**src/rtl/udprx_pkg.sv**
```systemverilog
// udprx_pkg: types, constants and checksum helpers for the ipv4/udp receive checker
// used by udprx_accum, udprx_verdict and ipv4_udp_dhcp_rx_checker; no dependencies
package udprx_pkg;

  // frame limits
  localparam logic [9:0] MAX_FRAME_BYTES = 10'd576;
  localparam logic [9:0] COOKIE_OFFSET   = 10'd264;

  // udp protocol number, required version and header length
  localparam logic [7:0] PROTO_UDP   = 8'd17;
  localparam logic [3:0] IP_VERSION  = 4'd4;
  localparam logic [3:0] IP_IHL      = 4'd5;
  localparam logic [9:0] MIN_BYTES   = 10'd28;
  localparam logic [15:0] ONES_MASK  = 16'hffff;

  // register reset values
  localparam logic [15:0] CLIENT_PORT_RESET = 16'd68;
  localparam logic [31:0] COOKIE_RESET      = 32'h6382_5363;

  // register indexes (address bit 2)
  localparam logic REG_CLIENT_PORT = 1'b0;
  localparam logic REG_COOKIE      = 1'b1;

  // verdict codes
  localparam logic [3:0] ST_OK        = 4'd0;
  localparam logic [3:0] ST_SHORT     = 4'd1;
  localparam logic [3:0] ST_TRUNCATED = 4'd2;
  localparam logic [3:0] ST_TOO_LONG  = 4'd3;
  localparam logic [3:0] ST_PROTO     = 4'd4;
  localparam logic [3:0] ST_IHL       = 4'd5;
  localparam logic [3:0] ST_PORT      = 4'd6;
  localparam logic [3:0] ST_UDP_LEN   = 4'd7;
  localparam logic [3:0] ST_IP_SUM    = 4'd8;
  localparam logic [3:0] ST_UDP_SUM   = 4'd9;
  localparam logic [3:0] ST_COOKIE    = 4'd10;

  typedef struct packed {
    logic [7:0] data_byte;
    logic       last_byte;
  } in_word_t;

  typedef struct packed {
    logic [3:0] status;
    logic [9:0] payload_length;
  } out_word_t;

  // running per-frame state
  typedef struct packed {
    logic [9:0]  byte_count;
    logic [7:0]  pending_high_byte;
    logic [16:0] ip_sum;
    logic [16:0] udp_sum;
    logic [15:0] total_length;
    logic [7:0]  version_ihl;
    logic [7:0]  protocol_seen;
    logic [15:0] ip_check_seen;
    logic [15:0] dest_port_seen;
    logic [15:0] udp_length_seen;
    logic [15:0] udp_check_seen;
    logic [31:0] cookie_seen;
  } frame_state_t;

  // ones'-complement add with end-around carry
  function automatic logic [16:0] ones_add(input logic [16:0] s, input logic [15:0] w);
    logic [17:0] sum;
    logic [16:0] res;
    sum = {1'b0, s} + {2'b00, w};
    if (sum > {2'b00, ONES_MASK}) begin
      res = {1'b0, sum[15:0]} + 17'd1;
    end else begin
      res = sum[16:0];
    end
    return res;
  endfunction

  // byte value as the udp pseudo-header sum sees it
  function automatic logic [7:0] pseudo_byte(input logic [9:0] idx, input logic [7:0] raw);
    logic [7:0] res;
    if (idx >= 10'd4 && idx < 10'd12) begin
      res = (idx == 10'd9) ? PROTO_UDP : 8'd0;
    end else if (idx == 10'd26 || idx == 10'd27) begin
      res = 8'd0;
    end else begin
      res = raw;
    end
    return res;
  endfunction

endpackage

```
**src/rtl/udprx_verdict.sv**
```systemverilog
// udprx_verdict: ordered checks on a finished frame, gives status and payload length
// depends on udprx_pkg
module udprx_verdict (
  input  udprx_pkg::frame_state_t frame,
  input  logic [15:0]             client_port,
  input  logic [31:0]             expected_cookie,
  output udprx_pkg::out_word_t    result
);

  always_comb begin
    logic [15:0] tl;
    logic [9:0]  idx;
    logic [16:0] us;
    logic [7:0]  hi;
    logic [7:0]  lo;
    logic [3:0]  st;
    tl = frame.total_length;
    idx = frame.byte_count - 10'd1;
    us = frame.udp_sum;
    hi = 8'd0;
    lo = 8'd0;
    // trailing odd byte padded with a zero low byte
    if (frame.byte_count[0] && ({6'd0, idx} < tl)) begin
      us = udprx_pkg::ones_add(us, {udprx_pkg::pseudo_byte(idx, frame.pending_high_byte), 8'd0});
    end
    // pseudo-header udp length word
    if (tl > 16'd2) hi = frame.udp_length_seen[15:8];
    if (tl > 16'd3) lo = frame.udp_length_seen[7:0];
    us = udprx_pkg::ones_add(us, {hi, lo});

    if (frame.byte_count < udprx_pkg::MIN_BYTES) begin
      st = udprx_pkg::ST_SHORT;
    end else if ({6'd0, frame.byte_count} < tl) begin
      st = udprx_pkg::ST_TRUNCATED;
    end else if (tl > {6'd0, udprx_pkg::MAX_FRAME_BYTES}) begin
      st = udprx_pkg::ST_TOO_LONG;
    end else if (frame.protocol_seen != udprx_pkg::PROTO_UDP ||
                 frame.version_ihl[7:4] != udprx_pkg::IP_VERSION) begin
      st = udprx_pkg::ST_PROTO;
    end else if (frame.version_ihl[3:0] != udprx_pkg::IP_IHL) begin
      st = udprx_pkg::ST_IHL;
    end else if (frame.dest_port_seen != client_port) begin
      st = udprx_pkg::ST_PORT;
    end else if (frame.udp_length_seen != (tl - 16'd20)) begin
      st = udprx_pkg::ST_UDP_LEN;
    end else if (frame.ip_check_seen != ~frame.ip_sum[15:0]) begin
      st = udprx_pkg::ST_IP_SUM;
    end else if (frame.udp_check_seen != 16'd0 && frame.udp_check_seen != ~us[15:0]) begin
      st = udprx_pkg::ST_UDP_SUM;
    end else if (tl < ({6'd0, udprx_pkg::COOKIE_OFFSET} + 16'd4)) begin
      st = udprx_pkg::ST_COOKIE;
    end else if (frame.cookie_seen != expected_cookie) begin
      st = udprx_pkg::ST_COOKIE;
    end else begin
      st = udprx_pkg::ST_OK;
    end

    result.status = st;
    result.payload_length = (st == udprx_pkg::ST_OK) ? 10'(tl - 16'd28) : 10'd0;
  end

endmodule

```
**config.mk**
```make
export PLATFORM = sky130hd
export DESIGN_NAME = udprx_verdict
export DESIGN_NICKNAME = d
export VERILOG_FILES = /design/src/rtl/udprx_pkg.sv /design/src/rtl/udprx_verdict.sv
export SDC_FILE = /design/constraint.sdc
export NUM_CORES = 1
export LEC_CHECK = 0
export ABC_AREA = 1
export BUFFER_PORTS_ARGS = -buffer_cell sky130_fd_sc_hd__buf_2
export CAP_MARGIN = 20
export CELL_PAD_IN_SITES_DETAIL_PLACEMENT = 1
export CELL_PAD_IN_SITES_GLOBAL_PLACEMENT = 1
export CORE_ASPECT_RATIO = 0.6
export CORE_UTILIZATION = 32
export DETAILED_ROUTE_END_ITERATION = 16
export PLACE_DENSITY = 0.9
export RECOVER_POWER = 25
export SLEW_MARGIN = 20
export SYNTH_ARGS = -nofsm -noshare
export SYNTH_HDL_FRONTEND = slang
export SYNTH_SLANG_ARGS = --single-unit
```
**constraint.sdc**
```tcl
create_clock -name vclk -period 14.4
set_clock_uncertainty 0.1 [all_clocks]
set_input_delay 2.88 -clock vclk [all_inputs]
set_output_delay 2.88 -clock vclk [all_outputs]
set_load 0.05 [all_outputs]
```
* After elaboration in Yosys (flattened, before gate mapping)
Cells that the tools add are included.
** Cells by class
- $add $sub $neg :: 7
- $lt $le $gt $ge :: 11
- Equality and inequality tests :: 11
- Mux-type cells :: 21
- Bitwise gates (word level) :: 2
- Reduce and logical (&&, ||, !) cells :: 7
** Operator list (count)
- inequality test 16 bit :: 4
- 2-to-1 mux 4 bit :: 11
- 2-to-1 mux 8 bit :: 5
- adder 17 x 16 -> 18 bit :: 2
- > comparator 18 x 16 -> 1 bit (second input constant) :: 2
- 2-to-1 mux 17 bit :: 2
- > comparator 16 x 2 -> 1 bit (second input constant) :: 2
- less-than comparator 10 x 16 -> 1 bit :: 2
- inequality test 32 bit :: 1
- inverter 16 bit :: 2
- == test 10 x 5 -> 1 bit (second input constant) :: 2
- adder 16 x 1 -> 17 bit (second input constant) :: 1
- adder 16 x 1 -> 16 bit (second input constant) :: 1
- > comparator 16 x 10 -> 1 bit (second input constant) :: 1
- less-than comparator 16 x 9 -> 1 bit (second input constant) :: 1
- 2-to-1 mux 16 bit :: 1
- nonzero test 16 bit :: 1
- subtractor 16 x 5 -> 16 bit (second input constant) :: 1
- == test 10 x 4 -> 1 bit (second input constant) :: 1
- greater-or-equal comparator 10 x 3 -> 1 bit (second input constant) :: 1
- less-than comparator 10 x 4 -> 1 bit (second input constant) :: 1
- less-than comparator 10 x 5 -> 1 bit (second input constant) :: 1
- 2-to-1 mux 10 bit :: 1
- subtractor 10 x 1 -> 10 bit (second input constant) :: 1
- 7 further kinds :: 11
** Storage, ports and cells
- Flip-flop bits (word level) :: 0
- Input bits :: 228
- Output and inout bits :: 14
- Word-level logic and storage cells :: 59

* Longest topological paths before layout
- Depth after elaboration :: 27
- Gate-level depth with buffers :: 58
- Gate-level depth less buffers :: 58

* Worst setup path before layout
OpenSTA, ideal clock, no wires.
- Path type :: input port to output port
- From :: input frame[170] (netlist bit)
- To :: output result[13] (netlist bit)
- Arrival time :: 9.578 ns
- Required time :: 11.420 ns
- Setup slack :: 1.842 ns
- Stages :: 46
- Path buffers :: 1
- Cell sequence :: inv_1 -> ha_1 -> nand3_1 -> or3_1 -> nor3_1 -> xor2_1 -> nor2_1 -> nand4_1 -> a41oi_1 -> nor2_1 -> ha_1 -> fa_1 -> nand3_1 -> nand3_2 -> nand2_1 -> nand3_1 -> nand2_1 -> nor2_4 -> [... 10 more ...] -> nand2_1 -> nand2_1 -> nand2_1 -> a21boi_2 -> nand2_1 -> nand2_2 -> nand3_4 -> buf_6 -> nand3_1 -> nand2_1 -> nand2_1 -> inv_1 -> nand2_1 -> nor2_1 -> nand2_1 -> nand2_1 -> nand2_1 -> nor3b_1
** RTL lines
- start, declared :: RTL line udprx_verdict.sv:4 : input udprx_pkg::frame_state_t frame,
- end, declared :: RTL line udprx_verdict.sv:7 : output udprx_pkg::out_word_t result

==> flow_summary.ini <==
[die]
ios = 242
die_h_um = 103
coreArea_um2 = 16400
die_x_um = 170
dieArea_um2 = 17600
start_util = 0.331
rows = 36

[power_and_ir_drop]
p_int_uw = 112
p_leak_nw = 4.07
combPwrFrac = 1.000
swShare = 0.613
p_sw_uw = 177
p_clk_frac = 0
sequentialPowerShare = 0
ir_drop_v = 0.0000139
p_per_area_nw_per_um2 = 41.3

[placed_design]
numPortBuffers = 241
gp_congestion = 0.904
dp_hpwl_mm = 21.3
placedCellCount = 1473

[routing]
dr.first_iter.drc_count = 315
vias = 7274
wl_mm = 23.4
drtPass1Iterations = 5
ant_nets = 0
drc_errors = 0
wl_per_cell_um = 15.8
drt-vias-per-instance = 4.91

[worst_setup_path]
crit_top_cell = nand2_1
worstPathArrival_ns = 10.60
critPathKind = in -> out
critical_path_required_ns = 11.42
setup.worst_path.start_class = primary input
cp_slowest_cell = fa_1
critical_path_peak_fanout = 14
cp_slowest_stage_delay_ns = 0.47
crit_path_end_kind = primary output

[sta]
min_period_over_period = 0.943
max_freq_mhz = 73.6
hold_viol = 0
setup_viol = 0
period_minus_slack_ns = 13.58
rsz0062_at_grt = false
drv_slew = 0
fin_tns_setup_ns = 0
worst-slew-pin-transition_ns = 0.673
maxSlewHeadroom = 0.548

[global_route]
grtUsageTotal = 0.263
grt_use_met2 = 0.477
busiest_layer = met2
met3_usage = 0.0403
grt_max_degree = 28
overflow = 0
grt_pass1_wl_mm = 36.7
first_global_vias = 7493
use_met1 = 0.336
antenna_found_initial = 6

[cells_and_area]
final_net_count = 1532
instances_no_fill = 1481
area_growth_pct = 28.4
drive_above_1_share = 0.233
seqCellArea_um2 = 0
mostFrequentLayoutCells = nand2_1, buf_2, inv_1
layout_commonest_cell = nand2_1
seq_cells = 0
clock_buffers = 0
fill_cells = 2452

[yosys]
synth_area_leaders = nand2_1, inv_1, ha_1
netlist_instances = 1007
syn_avg_cell_area_um2 = 5.41
ys_types = 45
synth_warnings = 0
yosysSeqAreaShare = 0
yosys.area.top_type_share = 0.207
syn_nets = 1288
yosysTopAreaCell = nand2_1
synth_area_um2 = 5440

[worst_hold_path]
whs_path_depth = 3
min_path_type = in -> out
worstHoldStart = frame[114]
min_to = result[2]

[run_status]
status = completed

[run]
maxCapViolations = 0

[cts]
ctsHoldBuffers = 0
## worst max-delay path by stage
stage / end / slack [ns] / cells past startpoint / startpoint
2_1_floorplan: result[13] / 1.84 / 46 / frame[170]
5_1_grt: result[6] / 0.03 / 60 / frame[170]
3_5_place_dp: result[0] / 0.39 / 53 / frame[170]
3_3_place_gp: result[7] / 0.66 / 53 / frame[170]
4_1_cts: result[0] / 0.36 / 56 / frame[170]
6_report: result[7] / 0.82 / 58 / frame[170]
## cell type report
class | instances | area [um2] | share of cell area
Multi-Input combinational cell | 817 | 4730 | 0.677
Tap cell | 228 | 285 | 0.0408
Antenna cell | 4 | 10.0 | 0.00143
Inverter | 186 | 698 | 0.0999
Timing Repair Buffer | 246 | 1270 | 0.181
## synth_stat cells, types with 2 or more instances
library cell / number
clkbuf_1: 2
o2111ai_1: 4
xnor2_1: 50
nor3_1: 15
nor2_1: 100
buf_6: 2
nor2_2: 12
ha_1: 51
nor3b_1: 2
nand2_2: 6
or2_2: 14
a21oi_1: 32
nand4_1: 40
nand3b_1: 8
nand2_1: 300
nand3_2: 2
a21oi_2: 2
inv_1: 184
o211ai_1: 4
nor4_1: 16
or2_1: 2
nand3_1: 59
nor3_2: 2
xor2_1: 68
o21a_1: 4
fa_1: 2
o21ai_0: 6
## per-stage QoR
step / power [mW] / setup WS, ns / util / area (um2) / hold WS [ns]
2_1_floorplan: 0.192 / 1.84 / - / 5440 / 5.76
3_3_place_gp: 0.268 / 0.656 / 0.420 / 6910 / 6.08
3_5_place_dp: 0.283 / 0.394 / 0.420 / 6910 / 6.08
4_1_cts: 0.284 / 0.358 / 0.420 / 6910 / 6.08
5_1_grt: 0.328 / 0.0265 / 0.425 / 6990 / 6.11
6_report: 0.289 / 0.818 / 0.425 / 6990 / 6.08
## cells by family after synthesis
kind of cell	after synthesis	share of synthesized area
adder cells (fa/ha/maj)	53	0.125
AND/OR/NAND/NOR	585	0.481
XOR/XNOR	119	0.193
AO/OA/AOI/OAI	59	0.0667
buffers and inverters	191	0.135
## what timing repair did
item                                    in CTS  in global routing
buffers inserted                             0                  3
endpoints found under the setup margin       0                 12
resized for setup                            0                 12
## per-layer routing
layer,up-vias,wire length (um)
met4,4,367
met2,189,10500
met5,-,20
li1,3676,-
met3,28,1680
met1,3377,10800
## critical path: cells and delay by family
family	cells	cell delay, ns
simple gates	41	4.42
xor+xnor	2	0.35
compound gates	2	0.29
fa+ha+maj	5	1.57
buf+inv	8	1.08
## power by group through the flow
stage	Clock, mW	Combinational (mW)	Sequential [mW]
after global placement	0	0.268	0
after CTS	0	0.284	0
after global routing	0.0000000186	0.328	0
after detailed placement	0	0.283	0
final	0.0000000372	0.289	0
after floorplan	0	0.192	0
Note: power is estimated with default switching activity, not from simulation.
